### src/rtl/core/tlspq_pkg.sv
package tlspq_pkg;

    localparam int TLSPQ_DEPTH = 16;
    localparam int ID_W        = 10;
    localparam int LVL_W       = 2;
    localparam int CMD_W       = 2;
    localparam int STAT_W      = 2;

    // commands on the request channel
    localparam logic [CMD_W-1:0] CMD_INSERT = 2'd0;
    localparam logic [CMD_W-1:0] CMD_UPDATE = 2'd1;
    localparam logic [CMD_W-1:0] CMD_DRAIN  = 2'd2;

    // result status codes
    localparam logic [STAT_W-1:0] STAT_OK       = 2'd0;
    localparam logic [STAT_W-1:0] STAT_FULL     = 2'd1;
    localparam logic [STAT_W-1:0] STAT_NOTFOUND = 2'd2;
    localparam logic [STAT_W-1:0] STAT_EMPTY    = 2'd3;

    // levels
    localparam logic [LVL_W-1:0] LVL_MIN = 2'd1;

    // cell operation codes, broadcast to every cell
    localparam logic [1:0] OP_HOLD   = 2'd0;
    localparam logic [1:0] OP_INSERT = 2'd1;
    localparam logic [1:0] OP_REMOVE = 2'd2;
    localparam logic [1:0] OP_SHIFT  = 2'd3;

    typedef struct packed {
        logic [1:0]       mode;
        logic [ID_W-1:0]  key;
        logic [LVL_W-1:0] lvl;
    } tlspq_op_t;

    typedef struct packed {
        logic             valid;
        logic [ID_W-1:0]  id;
        logic [LVL_W-1:0] lvl;
    } tlspq_slot_t;

    // summary of the chain seen by the controller
    typedef struct packed {
        tlspq_slot_t front;
        logic        second_valid;
        logic        found;
        logic        full;
    } tlspq_stat_t;

endpackage

### src/rtl/core/tlspq_cell.sv
module tlspq_cell
    import tlspq_pkg::*;
(
    input  logic        aclk,
    input  logic        aresetn,
    input  tlspq_op_t   op,
    input  tlspq_slot_t left_slot,
    input  logic        left_ge,
    input  tlspq_slot_t right_slot,
    input  logic        hit_in,
    output tlspq_slot_t slot,
    output logic        ge,
    output logic        hit_out
);

    logic             valid_reg, valid_next;
    logic [ID_W-1:0]  id_reg, id_next;
    logic [LVL_W-1:0] lvl_reg, lvl_next;

    assign slot = '{valid: valid_reg, id: id_reg, lvl: lvl_reg};

    // entry stays ahead of a new one of this level
    assign ge      = valid_reg && (lvl_reg >= op.lvl);
    // any match at or before this cell
    assign hit_out = hit_in | (valid_reg && (id_reg == op.key));

    // next content: keep, take new, or take a neighbor
    always_comb begin
        valid_next = valid_reg;
        id_next    = id_reg;
        lvl_next   = lvl_reg;
        case (op.mode)
            OP_INSERT: begin
                if (!ge) begin
                    if (left_ge) begin
                        valid_next = 1'b1;
                        id_next    = op.key;
                        lvl_next   = op.lvl;
                    end else begin
                        valid_next = left_slot.valid;
                        id_next    = left_slot.id;
                        lvl_next   = left_slot.lvl;
                    end
                end
            end
            OP_REMOVE: begin
                if (hit_out) begin
                    valid_next = right_slot.valid;
                    id_next    = right_slot.id;
                    lvl_next   = right_slot.lvl;
                end
            end
            OP_SHIFT: begin
                valid_next = right_slot.valid;
                id_next    = right_slot.id;
                lvl_next   = right_slot.lvl;
            end
            default: begin
                valid_next = valid_reg;
            end
        endcase
    end

    // valid bit
    always_ff @(posedge aclk) begin
        if (!aresetn) begin
            valid_reg <= 1'b0;
        end else begin
            valid_reg <= valid_next;
        end
    end

    // payload
    always_ff @(posedge aclk) begin
        id_reg  <= id_next;
        lvl_reg <= lvl_next;
    end

endmodule

### src/rtl/core/tlspq_chain.sv
module tlspq_chain
    import tlspq_pkg::*;
#(
    parameter int DEPTH = TLSPQ_DEPTH
) (
    input  logic        aclk,
    input  logic        aresetn,
    input  tlspq_op_t   op,
    output tlspq_stat_t stat
);

    tlspq_slot_t slots [DEPTH];
    logic        ge    [DEPTH];
    logic        hit   [DEPTH];

    localparam tlspq_slot_t SLOT_NONE = '{valid: 1'b0, id: '0, lvl: '0};

    // row of cells, sorted front to back
    for (genvar i = 0; i < DEPTH; i++) begin : g_cell
        tlspq_slot_t l_slot, r_slot;
        logic        l_ge, h_in;
        if (i == 0) begin : g_head
            assign l_slot = SLOT_NONE;
            assign l_ge   = 1'b1;
            assign h_in   = 1'b0;
        end else begin : g_body
            assign l_slot = slots[i-1];
            assign l_ge   = ge[i-1];
            assign h_in   = hit[i-1];
        end
        if (i == DEPTH - 1) begin : g_tail
            assign r_slot = SLOT_NONE;
        end else begin : g_mid
            assign r_slot = slots[i+1];
        end
        tlspq_cell u_cell (
            .aclk      (aclk),
            .aresetn   (aresetn),
            .op        (op),
            .left_slot (l_slot),
            .left_ge   (l_ge),
            .right_slot(r_slot),
            .hit_in    (h_in),
            .slot      (slots[i]),
            .ge        (ge[i]),
            .hit_out   (hit[i])
        );
    end

    // summary for the controller
    assign stat.front        = slots[0];
    assign stat.second_valid = slots[1].valid;
    assign stat.found        = hit[DEPTH-1];
    assign stat.full         = slots[DEPTH-1].valid;

endmodule

### src/rtl/core/three_level_stable_priority_queue.sv
// Three-level stable priority queue built as a row of DEPTH cells.
// Request channel s_*: tdata holds cmd, key_id and priority_in. Insert puts
// the entry behind all entries of equal or higher level, update moves the
// first entry with key_id to a new level, drain streams the whole queue.
// Result channel m_*: tdata holds id_out, priority_out and status; tlast
// marks the final result of a request.
// Results: insert and the miss cases of update and drain load the result
// register when the request is taken. A found update removes the entry in
// the request cycle and reinserts it in state ST_INS once the result register
// is free, which also loads its result. A drain of n entries spends the
// request cycle to start, then emits one entry per cycle from the head cell
// while no stall on m_tready holds the result register.
// Requests: one at a time; s_tready stays low until an update or drain is
// complete. The cell row moves every entry at most one place per cycle.
// Reset clears the valid bit of every cell, so the queue starts empty.
// A stall on m_tready holds the result register; the queue then takes no new
// request and a drain pauses until the result is taken.
module three_level_stable_priority_queue
    import tlspq_pkg::*;
#(
    parameter int DEPTH = TLSPQ_DEPTH
) (
    input  logic        aclk,
    input  logic        aresetn,
    input  logic        s_tvalid,
    output logic        s_tready,
    input  logic [15:0] s_tdata,   // cmd[1:0], key_id[11:2], priority_in[13:12]
    output logic        m_tvalid,
    input  logic        m_tready,
    output logic [15:0] m_tdata,   // id_out[9:0], priority_out[11:10], status[13:12]
    output logic        m_tlast
);

    localparam logic [1:0] ST_IDLE  = 2'd0;
    localparam logic [1:0] ST_INS   = 2'd1;
    localparam logic [1:0] ST_DRAIN = 2'd2;

    logic [1:0]        state_reg, state_next;
    logic [ID_W-1:0]   pend_key_reg, pend_key_next;
    logic [LVL_W-1:0]  pend_lvl_reg, pend_lvl_next;
    logic              m_valid_reg, m_valid_next;
    logic [ID_W-1:0]   id_out_reg, id_out_next;
    logic [LVL_W-1:0]  prio_out_reg, prio_out_next;
    logic [STAT_W-1:0] status_reg, status_next;
    logic              last_reg, last_next;

    logic [CMD_W-1:0]  in_cmd;
    logic [ID_W-1:0]   in_key;
    logic [LVL_W-1:0]  in_lvl;
    logic              out_free, req_acc, load;
    tlspq_op_t         op;
    tlspq_stat_t       chain_st;

    // request fields, level 0 taken as level 1
    assign in_cmd = s_tdata[1:0];
    assign in_key = s_tdata[11:2];
    assign in_lvl = (s_tdata[13:12] == '0) ? LVL_MIN : s_tdata[13:12];

    assign out_free = !m_valid_reg || m_tready;
    assign s_tready = (state_reg == ST_IDLE) && out_free;
    assign req_acc  = s_tvalid && s_tready;

    tlspq_chain #(.DEPTH(DEPTH)) u_chain (
        .aclk   (aclk),
        .aresetn(aresetn),
        .op     (op),
        .stat   (chain_st)
    );

    // controller: cell operation, result and next state
    always_comb begin
        state_next    = state_reg;
        pend_key_next = pend_key_reg;
        pend_lvl_next = pend_lvl_reg;
        op.mode       = OP_HOLD;
        op.key        = (state_reg == ST_IDLE) ? in_key : pend_key_reg;
        op.lvl        = (state_reg == ST_IDLE) ? in_lvl : pend_lvl_reg;
        load          = 1'b0;
        id_out_next   = id_out_reg;
        prio_out_next = prio_out_reg;
        status_next   = status_reg;
        last_next     = last_reg;
        case (state_reg)
            ST_IDLE: begin
                if (req_acc) begin
                    case (in_cmd)
                        CMD_INSERT: begin
                            load        = 1'b1;
                            id_out_next = in_key;
                            last_next   = 1'b1;
                            if (chain_st.full) begin
                                prio_out_next = '0;
                                status_next   = STAT_FULL;
                            end else begin
                                op.mode       = OP_INSERT;
                                prio_out_next = in_lvl;
                                status_next   = STAT_OK;
                            end
                        end
                        CMD_UPDATE: begin
                            if (chain_st.found) begin
                                op.mode       = OP_REMOVE;
                                pend_key_next = in_key;
                                pend_lvl_next = in_lvl;
                                state_next    = ST_INS;
                            end else begin
                                load          = 1'b1;
                                id_out_next   = in_key;
                                prio_out_next = '0;
                                status_next   = STAT_NOTFOUND;
                                last_next     = 1'b1;
                            end
                        end
                        CMD_DRAIN: begin
                            if (chain_st.front.valid) begin
                                state_next = ST_DRAIN;
                            end else begin
                                load          = 1'b1;
                                id_out_next   = '0;
                                prio_out_next = '0;
                                status_next   = STAT_EMPTY;
                                last_next     = 1'b1;
                            end
                        end
                        default: begin
                            state_next = ST_IDLE;
                        end
                    endcase
                end
            end
            ST_INS: begin
                if (out_free) begin
                    op.mode       = OP_INSERT;
                    load          = 1'b1;
                    id_out_next   = pend_key_reg;
                    prio_out_next = pend_lvl_reg;
                    status_next   = STAT_OK;
                    last_next     = 1'b1;
                    state_next    = ST_IDLE;
                end
            end
            ST_DRAIN: begin
                if (out_free) begin
                    op.mode       = OP_SHIFT;
                    load          = 1'b1;
                    id_out_next   = chain_st.front.id;
                    prio_out_next = chain_st.front.lvl;
                    status_next   = STAT_OK;
                    last_next     = !chain_st.second_valid;
                    if (!chain_st.second_valid) begin
                        state_next = ST_IDLE;
                    end
                end
            end
            default: begin
                state_next = ST_IDLE;
            end
        endcase
        m_valid_next = load ? 1'b1 : (m_tready ? 1'b0 : m_valid_reg);
    end

    // control state
    always_ff @(posedge aclk) begin
        if (!aresetn) begin
            state_reg   <= ST_IDLE;
            m_valid_reg <= 1'b0;
        end else begin
            state_reg   <= state_next;
            m_valid_reg <= m_valid_next;
        end
    end

    // pending update and result payload
    always_ff @(posedge aclk) begin
        pend_key_reg <= pend_key_next;
        pend_lvl_reg <= pend_lvl_next;
        id_out_reg   <= id_out_next;
        prio_out_reg <= prio_out_next;
        status_reg   <= status_next;
        last_reg     <= last_next;
    end

    assign m_tvalid = m_valid_reg;
    assign m_tdata  = {2'b00, status_reg, prio_out_reg, id_out_reg};
    assign m_tlast  = last_reg;

    // a reinsert always has a free cell
    a_ins_room: assert property (@(posedge aclk) disable iff (!aresetn)
        (state_reg == ST_INS) |-> !chain_st.full)
        else $error("reinsert with full queue");

    // final drain result leaves the queue empty
    a_drain_empty: assert property (@(posedge aclk) disable iff (!aresetn)
        (state_reg == ST_DRAIN && load && last_next) |=> !chain_st.front.valid)
        else $error("queue not empty after drain");

    // an ok result always carries a stored level
    a_ok_level: assert property (@(posedge aclk) disable iff (!aresetn)
        (m_valid_reg && status_reg == STAT_OK) |-> (prio_out_reg != '0))
        else $error("ok result without level");

endmodule
### config.mk
export PLATFORM = sky130hd
export DESIGN_NAME = three_level_stable_priority_queue
export DESIGN_NICKNAME = d
export VERILOG_FILES = /design/src/rtl/core/tlspq_pkg.sv /design/src/rtl/core/tlspq_cell.sv /design/src/rtl/core/tlspq_chain.sv /design/src/rtl/core/three_level_stable_priority_queue.sv
export SDC_FILE = /design/constraint.sdc
export NUM_CORES = 1
export LEC_CHECK = 0
export ABC_AREA = 1
export BUFFER_PORTS_ARGS = -buffer_cell sky130_fd_sc_hd__buf_2
export CAP_MARGIN = 40
export CORE_MARGIN = 3
export CORE_UTILIZATION = 54
export CTS_BUF_LIST = sky130_fd_sc_hd__clkbuf_16
export DETAILED_ROUTE_END_ITERATION = 6
export GPL_TIMING_DRIVEN = 0
export PLACE_DENSITY = 0.69
export RECOVER_POWER = 50
export SETUP_SLACK_MARGIN = 0.5
export SYNTH_ARGS = -nofsm -noshare
export SYNTH_HDL_FRONTEND = slang
export SYNTH_SLANG_ARGS = --single-unit
### constraint.sdc
create_clock -name aclk -period 12.5 [get_ports aclk]
set_input_delay 1.25 -clock aclk [delete_from_list [all_inputs] [get_ports aclk]]
set_output_delay 1.25 -clock aclk [all_outputs]
set_load 0.005 [all_outputs]
Word level (Yosys, flattened, before mapping)
Cells that the tools add are included.
{"block": "classes", "n_lt_le_gt_ge": 16, "n_eq_ne": 66, "n_mux": 243, "n_bitwise": 15, "reduce_logical": 65}
{"operator": "case mux 10 bit (3 select lines)", "n": 18}
{"operator": "two-way mux 10 bit", "n": 53}
{"operator": "equality test 10 bit", "n": 16}
{"operator": "two-way mux 2 bit", "n": 67}
{"operator": "case mux 2 bit (3 select lines)", "n": 22}
{"operator": "inequality test 2 bit, second input constant", "n": 37}
{"operator": "two-way mux 1 bit", "n": 61}
{"operator": "case mux 1 bit (3 select lines)", "n": 19}
{"operator": "AND reduction 3 bit", "n": 16}
{"operator": "logical AND 1 bit", "n": 34}
{"operator": ">= comparator 2 bit", "n": 16}
{"operator": "OR 1 bit", "n": 15}
{"operator": "AND reduction 7 bit", "n": 2}
{"operator": "equality test 2 bit, second input constant", "n": 4}
{"operator": "case mux 2 bit (2 select lines)", "n": 2}
{"operator": "equality test 2 x 1 -> 1 bit, second input constant", "n": 3}
{"operator": "logical NOT 2 bit", "n": 3}
{"operator": "inequality test 3 x 2 -> 1 bit, second input constant", "n": 2}
{"operator": "inequality test 3 bit, second input constant", "n": 2}
{"operator": "AND reduction 6 bit", "n": 1}
{"operator": "nonzero test 3 bit", "n": 2}
{"operator": "inequality test 4 x 1 -> 1 bit, second input constant", "n": 1}
{"operator": "AND reduction 4 bit", "n": 1}
{"operator": "nonzero test 2 bit", "n": 2}
{"operator": "5 further kinds", "n": 6}
{"block": "totals", "register_bits": 238, "input_bits": 20, "output_inout_bits": 19, "wordCells": 461}

Depth between registers and ports, before layout
Gate-level depths: netlist of the first run.
{"block": "logic_depth", "depth_word": 26, "mapped_depth": 29, "depth_no_buf": 27}

Hierarchy
A second synthesis of the first run with hierarchy kept.
{"block": "hier_totals", "hier_cells": 2471, "hier_area_um2": 17176.5}
{"mod": "tlspq_cell", "instances": 16, "cells_per_inst": 141, "area_each_um2": 962.2, "seq_area_each_um2": 380.4}
{"mod": "three_level_stable_priority_queue", "instances": 1, "cells_per_inst": 213, "area_each_um2": 1774.2, "seq_area_each_um2": 870.8}
{"mod": "tlspq_chain", "instances": 1, "cells_per_inst": 2, "area_each_um2": 7.5, "seq_area_each_um2": 0.0}

Worst setup path after synthesis of the first run
OpenSTA, ideal clock, no wires.
{"block": "synth_timing", "kind": "in2reg", "from": "input port s_tdata[6]", "to": "register id_out_reg[0], enable pin", "setup_time_ns": 0.400, "t_arrival_ns": 4.031, "required_ns": 12.100, "setup_slack_ns": 8.069, "stages": 16, "path_buffers": 1, "cell_sequence": "nand2_1 > nand2_1 > buf_4 > o211ai_1 > nor2_1 > nand3_1 > nand4_1 > nor2_2 > nand4_2 > nor2_2 > nand4_2 > nor2_4 > nand4_4 > and3_1 > a31o_2 > nor3_1"}
{"block": "synth_between", "elab_chain_cells": 20, "word_cells_on_any_way": 50, "classes_between": "17 x eq/ne; 1 x mux; 15 x bitwise; 17 x reduce/logical"}
{"item": "start, declared", "line": "three_level_stable_priority_queue.sv:27", "source": "input logic [15:0] s_tdata,"}
{"item": "two-way mux 10 bit *", "line": "three_level_stable_priority_queue.sv:76", "source": "op.key = (state_reg == ST_IDLE) ? in_key : pend_key_reg;"}
{"item": "equality test 10 bit", "line": "tlspq_cell.sv:25", "source": "assign hit_out = hit_in | (valid_reg && (id_reg == op.key));"}
{"item": "logical AND 1 bit", "line": "tlspq_cell.sv:25"}
{"item": "OR 1 bit (14 in a row)", "line": "tlspq_cell.sv:25"}
{"item": "OR 1 bit *", "line": "tlspq_cell.sv:25"}
{"item": "inequality test 3 bit (no line) *"}
{"item": "AND reduction 7 bit (no line) *"}
{"item": "end signal, assigned", "line": "three_level_stable_priority_queue.sv:177", "source": "id_out_reg <= id_out_next;"}
{"item": "end, declared", "line": "three_level_stable_priority_queue.sv:42", "source": "logic [ID_W-1:0] id_out_reg, id_out_next;"}
Every way passes the cells marked *; elsewhere a longest branch is shown, timed or not.
A chain may end at the register's enable or synchronous reset.

Final worst setup path of the first run
{"block": "layout_timing", "from": "register state_reg[0]", "to": "register u_chain.g_cell[6].u_cell.id_reg[8] (data pin)"}
{"block": "layout_between", "elab_chain_cells": 25, "word_cells_on_any_way": 66, "classes_between": "1 x order compare; 21 x eq/ne; 9 x mux; 15 x bitwise; 20 x reduce/logical"}
{"item": "start, declared", "line": "three_level_stable_priority_queue.sv:38", "source": "logic [1:0] state_reg, state_next;"}
{"item": "start signal, assigned", "line": "three_level_stable_priority_queue.sv:168", "source": "state_reg <= state_next;"}
{"item": "logical NOT 2 bit"}
{"item": "two-way mux 10 bit", "line": "three_level_stable_priority_queue.sv:76"}
{"item": "equality test 10 bit", "line": "tlspq_cell.sv:25"}
{"item": "logical AND 1 bit", "line": "tlspq_cell.sv:25"}
{"item": "OR 1 bit (15 in a row)", "line": "tlspq_cell.sv:25"}
{"item": "two-way mux 2 bit", "line": "three_level_stable_priority_queue.sv:101", "source": "if (chain_st.found) begin"}
{"item": "case mux 2 bit (2 select lines)", "line": "three_level_stable_priority_queue.sv:86", "source": "case (in_cmd)"}
{"item": "two-way mux 2 bit", "line": "three_level_stable_priority_queue.sv:85", "source": "if (req_acc) begin"}
{"item": "case mux 2 bit (3 select lines)", "line": "three_level_stable_priority_queue.sv:83", "source": "case (state_reg)"}
{"item": "equality test 2 bit / equality test 2 x 1 -> 1 bit (equally long branches)", "line": "tlspq_cell.sv:32", "source": "case (op.mode)"}
{"item": "case mux 10 bit (3 select lines) *", "line": "tlspq_cell.sv:32"}
{"item": "named net u_chain.g_cell[6].u_cell.id_next[8]", "line": "tlspq_cell.sv:17", "source": "logic [ID_W-1:0] id_reg, id_next;"}
{"item": "end signal, assigned", "line": "tlspq_cell.sv:75", "source": "id_reg <= id_next;"}
{"item": "end, declared", "line": "tlspq_cell.sv:17"}
Mark *: on every way through the listed nets, which the timed path passes. The rest lies on a longest branch. The select of a mux whose other input is x is not followed.

==> impl_metrics.ini, run 1 <==
[critical_path]
worst_path_most_repeated_cell = nand2_1
cpPeakStageDelay_ns = 0.75
cp_slowest_cell = nand2_1
reg2reg_from = state_reg[0]$_SDFFE_PN0P_
crit_path_end_kind = flop
arrival_ns = 7.76
required_ns = 12.88
cp_max_fo = 10
worst-path-buf-inv = 6
critPathLaunchType = flop
cp_top_family = simple AND/OR/NAND/NOR gates
startpoint = state_reg[0]$_SDFFE_PN0P_
setup.worst_path.class = reg2reg

[synthesis]
ys_types = 53
yosys_warnings = 0
syn_area_per_cell_um2 = 8.21
synth-edff-count = 219
synth-main-ff-cell = edfxtp_1
mappedNetlistArea_um2 = 16000
async_flop_share_pct = 0
ys_ff_latch = 238
synthCells = 1953
ys_seq_area_share_pct = 43.4

[cells_and_area]
largest_reg_flops = 160
drive_gt1_share_pct = 7.88
design_area_um2 = 17200
diodes = 0
fin_cells = 2440
nets = 2095
fin_util_pct = 59.3
syn_to_final_growth_pct = 7.30

[drt]
wl_per_cell_um = 24.9
wl_met1_um = 23500
highest_layer = met4
first_iter_violations = 2398
drt_first_pass_iters = 7
wl_met2_um = 26800
vias = 15700
ant_nets = 0
wl_met3_um = 7150
wl_um = 60800
via_per_inst = 6.44
drc = 0

[clock_network]
clock_sinks = 238
ctsRootBufferMaster = clkbuf_16
cts_tree = built
clock_tree.buffer_depth = 3
cts_htree_levels = 1
cts_buffers = 28
postCtsSetupBuffers = 0
path_clk_slew_ns = 0.06
clk_latency_ns = 0.56
postCtsHoldBufs = 0
cts_resized = 0

[pwr]
powerDensity_nw_per_um2 = 255
power.total_mw = 4.39
switching_share_pct = 45.6
p_leak_nw = 7.00
p_comb_share_pct = 44.5
internal_power_mw = 2.39
peakVddDrop_v = 0.000135
p_seq_share_pct = 38.3
power_switching_mw = 2.00
clock_power_share_pct = 17.2

[timing]
worstMarginPinSlew_ns = 0.999
setup_ws_ns = 5.12
finalMaxSlewViolations = 0
setup_viol = 0
fin_skew_ns = 0.0164
fmax_mhz = 136
timing.setup.tns_ns = 0
min_period_over_period_pct = 59.0
fin_crit_ns = 7.38
whs_ns = 0.527
rsz0062_at_grt = false
finalHoldViolCount = 0
slew_headroom_pct = 33.3

[grt]
grt_max_degree = 26
grt_pass1_vias = 14800
grt_overflow = 0
grt_pass1_wl_um = 89400
grt_usage_pct = 37.5
antenna_found_initial = 2

[status]
status = completed

[die]
initial_core_util_pct = 55.3
io_pins = 39
die_h_um = 178
die_w_um = 178
rows = 62
core_area_um2 = 29000
dieArea_um2 = 31800

[placement]
dp_cells = 2387
dpl.hpwl_um = 43800
dp_slack_ns = 7.20
place.port_buffers = 34
gp_congestion = 0.998
place_area_um2 = 16900

[worst_hold_path]
hold_path.class = reg2reg
worstHoldStart = state_reg[0]$_SDFFE_PN0P_

[flow_run]
maxCapViolations = 0
-- placed cells by master, fill, tap and decap left out, types with 10 or more instances in the layout --
cell type,count
inv_1,282
o211ai_1,117
o21ai_2,28
clkbuf_1,99
buf_4,12
a211oi_1,10
buf_2,44
buf_6,12
ha_1,41
nand3_1,34
nor4_1,14
o21ai_0,242
nand2_2,15
edfxtp_1,219
nor2_1,95
nand2_1,499
nand4_1,24
o21ai_1,27
o31ai_1,11
dfxtp_1,19
a21oi_1,12
clkbuf_16,29
xor2_1,31
o22ai_1,66
-- per-layer routing --
layer  vias up  GRT usage (%)
met5         -              0
met4         0           17.5
met3       250           6.88
met2      1179           58.8
met1      7409           50.5
li1       6880              -
-- worst min-delay path: stages (launching register included) --
cell and delay (ns):
dfxtp_1 0.35, nand2_1 0.08, a21oi_1 0.05
-- Yosys cell counts (4+ instances only) --
master     instances  share of area, %
buf_4             12              0.56
o211ai_2          48               3.7
o211ai_1          76               3.6
a21oi_1           12              0.37
dfxtp_1           19               2.4
a2111oi_0          7              0.38
a211oi_2          10              0.78
ha_1              41               3.2
nand2_2           17              0.66
buf_8              8              0.75
xor2_1            31               1.7
nor2_1            92               2.2
o21ai_2           28               1.5
nand3_1           34               1.1
nand2_4            4              0.28
edfxtp_1         219                41
nor4_1            14              0.55
o31ai_1           11              0.51
nand4_1           21              0.82
o21ai_1           45               1.4
o22ai_1           66               2.6
inv_1            269               6.3
nand2_1          495                12
buf_1              8              0.19
buf_2             42               1.3
nor3_1             8              0.25
clkbuf_1          52               1.2
o21ai_0          224               7.0
-- area by class of cell --
cell class	instances	area [um^2]
fillers	2688	11800
multi-input cells	1317	7060
flip-flops and latches	238	6960
inverters	273	1020
clock buffers	29	726
plain buffers	126	564
well taps	384	480
repair buffers	50	309
clock inverters	23	92.6
-- cell families (layout without fill, tap and decap cells) --
logic type | count (synthesis) | after routing | synth area share (%)
compound gates | 548 | 548 | 23.0
fa+ha+maj | 41 | 41 | 3.20
xor+xnor | 31 | 31 | 1.69
other cells | 1 | 2 | 0.0234
buf+inv | 399 | 501 | 10.8
simple gates | 695 | 695 | 18.0
flops | 238 | 238 | 43.4
-- path summary, 6_finish.rpt --
path / cells after the start / end / slack (ns)
max: 25 / u_chain.g_cell[6].u_cell.id_reg[8]$_DFFE_PP_ / 5.12
min: 2 / state_reg[0]$_SDFFE_PN0P_ / 0.53
max reg2reg: 25 / u_chain.g_cell[6].u_cell.id_reg[8]$_DFFE_PP_ / 5.12
min reg2reg: 2 / state_reg[0]$_SDFFE_PN0P_ / 0.53
-- power groups by stage --
stage               combinational (mW)  sequential [mW]  clock [mW]
detailed placement                1.95             1.68           0
finish                            1.95             1.68       0.754
CTS                               1.96             1.66       0.753
global route                      2.12             1.69       0.783
floorplan                         1.36             1.54           0
global placement                  1.89             1.67           0
(Power assumes the default switching activity.)
==> run 2, diff against run 1 <==
--- a/config.mk
+++ b/config.mk
@@ -13,7 +13,7 @@
 export CTS_BUF_LIST = sky130_fd_sc_hd__clkbuf_16
 export DETAILED_ROUTE_END_ITERATION = 6
 export GPL_TIMING_DRIVEN = 0
-export PLACE_DENSITY = 0.69
+export PLACE_DENSITY = 0.72
 export RECOVER_POWER = 50
 export SETUP_SLACK_MARGIN = 0.5
 export SYNTH_ARGS = -nofsm -noshare
==> constraint.sdc (replaced) <==
create_clock -name aclk -period 6.3 [get_ports aclk]
set_input_delay 0.63 -clock aclk [delete_from_list [all_inputs] [get_ports aclk]]
set_output_delay 0.63 -clock aclk [all_outputs]
set_load 0.005 [all_outputs]
==> impl_metrics.ini, run 2 (same netlist as run 1, synthesis figures left out) <==
[status]
status = completed

[timing]
slew_headroom_pct = 31.9
fin_skew_ns = 0.0144
worstMarginPinSlew_ns = 1.02
setup_ws_ns = 0.677
timing.setup.tns_ns = 0
finalMaxSlewViolations = 0
fin_crit_ns = 5.62
finalHoldViolCount = 0
min_period_over_period_pct = 89.3
whs_ns = 0.310
setup_viol = 0
fmax_mhz = 178
rsz0062_at_grt = false

[placement]
dp_cells = 2384
dp_slack_ns = 1.41
place.port_buffers = 34
dpl.hpwl_um = 43100
place_area_um2 = 16800
gp_congestion = 0.972

[cells_and_area]
drive_gt1_share_pct = 10.2
syn_to_final_growth_pct = 9.23
fill_cells = 2580
fin_cells = 2436
design_area_um2 = 17500
final_common_cell = nand2_1
layout_common_cells = nand2_1 (497), inv_1 (275), o21ai_0 (274), edfxtp_1 (219), nor2_1 (92)
nets = 2092
fin_util_pct = 60.4
largest_reg_flops = 160

[critical_path]
cp_max_fo = 10
crit_path_end_kind = flop
arrival_ns = 6.01
required_ns = 6.69
critPathLaunchType = flop
setup.worst_path.class = reg2reg

[grt]
grt_pass1_wl_um = 89800
grt_overflow = 0
grt_max_degree = 26
antenna_found_initial = 0
grt_pass1_vias = 15100
grt_usage_pct = 37.6

[drt]
via_per_inst = 6.45
vias = 15700
ant_nets = 0
drt_first_pass_iters = 7
wl_um = 60400
wl_per_cell_um = 24.8
drc = 0
first_iter_violations = 2401

[pwr]
powerDensity_nw_per_um2 = 507
p_leak_nw = 7.20
power.total_mw = 8.88
peakVddDrop_v = 0.000267

[die]
core_area_um2 = 29000
die_w_um = 178
die_h_um = 178
rows = 62
dieArea_um2 = 31800
io_pins = 39
initial_core_util_pct = 55.3

[clock_network]
cts_htree_levels = 1
path_clk_slew_ns = 0.06
postCtsHoldBufs = 0
clock_sinks = 238
cts_resized = 0
ctsRootBufferMaster = clkbuf_16
clk_latency_ns = 0.56
cts_buffers = 29
postCtsSetupBuffers = 0
clock_tree.buffer_depth = 3
cts_tree = built

[flow_run]
maxCapViolations = 0

[worst_hold_path]
hold_path.class = in2reg
## run 2: worst paths after layout
path,start,endpoint,slack (ns),depth (start not counted)
worst max-delay path,state_reg[0]$_SDFFE_PN0P_,u_chain.g_cell[8].u_cell.id_reg[1]$_DFFE_PP_,0.68,19
worst min-delay path,s_tdata[10],pend_key_reg[8]$_DFFE_PP_,0.31,1
worst max register to register,state_reg[0]$_SDFFE_PN0P_,u_chain.g_cell[8].u_cell.id_reg[1]$_DFFE_PP_,0.68,19
worst min register to register,state_reg[0]$_SDFFE_PN0P_,state_reg[0]$_SDFFE_PN0P_,0.51,2
## run 2: critical path, stage by stage (launching register included)
cell	delay, ns
dfxtp_1	0.38
inv_1	0.08
ha_1	0.25
inv_2	0.16
clkbuf_1	0.46
nand2_1	0.10
nand2_1	0.73
buf_2	0.53
o22ai_1	0.13
a2111oi_0	0.52
nand3_1	0.32
nand4_4	0.22
nand2_4	0.09
nand2_4	0.09
nand2_1	0.11
inv_1	0.24
buf_2	0.35
clkbuf_1	0.45
nand2_1	0.12
o21ai_0	0.11
## run 2: layout make-up
| cell class | instances | area, um^2 | area share (%) |
|---|---|---|---|
| Sequential cell | 238 | 6960 | 39.7 |
| Multi-Input combinational cell | 1317 | 7240 | 41.3 |
| Clock buffer | 29 | 726 | 4.14 |
| Clock inverter | 22 | 141 | 0.807 |
| Buffer | 126 | 689 | 3.94 |
| Tap cell | 384 | 480 | 2.74 |
| Inverter | 273 | 1020 | 5.85 |
| Timing Repair Buffer | 46 | 260 | 1.49 |
| Antenna cell | 1 | 2.50 | 0.0143 |
## run 2: where the power goes
part	internal (mW)	switching, mW
Sequential	2.73	0.616
Combinational	1.25	2.68
Clock	0.905	0.699
## run 2: per-layer routing
| layer | up-vias | part of all wire, % | global-route usage [%] | routed length (um) |
|---|---|---|---|---|
| met5 | - | 0 | 0.641 | 0 |
| met3 | 252 | 12 | 7.96 | 7430 |
| met4 | 0 | 6.1 | 20.0 | 3670 |
| met2 | 1208 | 44 | 58.7 | 26800 |
| met1 | 7382 | 37 | 48.9 | 22500 |
| li1 | 6860 | - | - | - |
==> run 3, diff against run 2 <==
==> constraint.sdc (replaced) <==
create_clock -name aclk -period 4.8 [get_ports aclk]
set_input_delay 0.48 -clock aclk [delete_from_list [all_inputs] [get_ports aclk]]
set_output_delay 0.48 -clock aclk [all_outputs]
set_load 0.005 [all_outputs]
==> impl_metrics.ini, run 3 (same netlist as run 1, synthesis figures left out) <==
[grt]
grt_pass1_wl_um = 90800
grt_pass1_vias = 15300
grt_overflow = 0
grt_usage_pct = 38.0
grt_max_degree = 26
antenna_found_initial = 0

[drt]
first_iter_violations = 2589
wl_um = 61400
vias = 16000
wl_per_cell_um = 24.8
drc = 64
via_per_inst = 6.48
drt_first_pass_iters = 7
ant_nets = 0

[timing]
finalHoldViolCount = 0
whs_ns = 0.159
finalMaxSlewViolations = 0
timing.setup.tns_ns = 0
fin_skew_ns = 0.0131
fin_crit_ns = 4.49
rsz0062_at_grt = true
fmax_mhz = 223
worstMarginPinSlew_ns = 1.03
setup_viol = 0
slew_headroom_pct = 31.1
setup_ws_ns = 0.314
min_period_over_period_pct = 93.5

[cells_and_area]
largest_reg_flops = 160
final_common_cell = nand2_1
nets = 2131
fin_cells = 2474
layout_common_cells = nand2_1 (486), inv_1 (263), o21ai_0 (239), edfxtp_1 (219), nor2_1 (90)
syn_to_final_growth_pct = 14.4
drive_gt1_share_pct = 14.6
diodes = 0

[placement]
gp_congestion = 0.972
dp_cells = 2384
dpl.hpwl_um = 43100
place.port_buffers = 34
dp_slack_ns = -0.0859

[clock_network]
ctsRootBufferMaster = clkbuf_16
clock_tree.buffer_depth = 3
cts_htree_levels = 1
clk_latency_ns = 0.56
path_clk_slew_ns = 0.06
cts_tree = built
postCtsHoldBufs = 0
clock_sinks = 238
cts_buffers = 29

[worst_hold_path]
worstHoldStart = s_tdata[6]
holdPathStages = 1
hold_path.class = in2reg
min_to = pend_key_reg[4]$_DFFE_PP_

[critical_path]
rrSetupSlack_ns = 0.31
r2r_cells = 20
required_ns = 5.08
crit_path_end_kind = flop
critPathLaunchType = flop
cp_max_fo = 10
setup.worst_path.class = reg2reg
regToRegEndpoint = u_chain.g_cell[1].u_cell.lvl_reg[1]$_DFFE_PP_
reg2reg_from = state_reg[0]$_SDFFE_PN0P_
arrival_ns = 4.76

[pwr]
power.total_mw = 12.2
powerDensity_nw_per_um2 = 664
p_leak_nw = 7.48
peakVddDrop_v = 0.000353

[status]
violations = DRC
status = finished, violations left

[die]
dieArea_um2 = 31800
die_h_um = 178
initial_core_util_pct = 55.3
die_w_um = 178
io_pins = 39
core_area_um2 = 29000
rows = 62

[flow_run]
maxCapViolations = 0
-- run 3: worst max-delay path, cell delays in order, from the launching register on --
cell and delay [ns]:
dfxtp_1 0.38, inv_1 0.09, ha_1 0.25, inv_1 0.27
buf_8 0.19, nand2_1 0.11, nand2_4 0.12, buf_4 0.13
clkbuf_2 0.39, o22ai_1 0.12, nor4_1 0.38, nand3_1 0.19
nand4_2 0.19, nor2_4 0.08, nand4_4 0.10, nand2_4 0.08
nand2_4 0.09, nand2_2 0.09, inv_1 0.22, clkbuf_1 0.51
o21ai_0 0.20
-- run 3: cell type report --
type	instances	area [um^2]
Clock buffer	29	726
Buffer	126	815
Fill cell	2461	10700
Multi-Input combinational cell	1318	7450
Timing Repair Buffer	84	717
Sequential cell	238	6960
Clock inverter	22	141
Tap cell	384	480
Inverter	273	1050
-- run 3: worst max path at each step --
stage	start	to	cells past startpoint
2_1_floorplan	state_reg[0]$_SDFFE_PN0P_	id_out_reg[0]$_DFFE_PP_	20
6_report	state_reg[0]$_SDFFE_PN0P_	u_chain.g_cell[1].u_cell.lvl_reg[1]$_DFFE_PP_	20
5_1_grt	state_reg[0]$_SDFFE_PN0P_	u_chain.g_cell[0].u_cell.id_reg[2]$_DFFE_PP_	25
3_5_place_dp	state_reg[0]$_SDFFE_PN0P_	u_chain.g_cell[1].u_cell.id_reg[7]$_DFFE_PP_	21
3_3_place_gp	state_reg[0]$_SDFFE_PN0P_	id_out_reg[8]$_DFFE_PP_	21
4_1_cts	state_reg[0]$_SDFFE_PN0P_	u_chain.g_cell[11].u_cell.id_reg[3]$_DFFE_PP_	26
-- run 3: metrics by stage --
step | instance area, um^2 | util (%)
final | 18300 | 63.2
after global routing | 18300 | 63.2
after CTS | 18100 | 62.4
after detailed placement | 16800 | 57.9
after global placement | 16700 | 57.5
after floorplan | 16000 | -
-- run 3: power breakdown --
| part | switching, mW | leakage (nW) | internal, mW |
|---|---|---|---|
| Clock | 0.915 | 0.447 | 1.19 |
| Combinational | 3.69 | 4.82 | 1.99 |
| Sequential | 0.811 | 2.21 | 3.57 |
-- run 3: timing repair --
item                                    CTS  global route
resized for setup                        45            62
gates cloned                              0             1
endpoints found under the setup margin  412           412
pin swaps                                 4            11
setup buffers                            22            16
-- run 3: metal layers --
metal	wire length [um]	vias up	GRT usage, %
li1	-	6946	-
met1	22100	7481	49.4
met2	27300	1311	59.5
met3	8010	293	8.02
met4	3880	3	20.0
met5	38	-	0.962
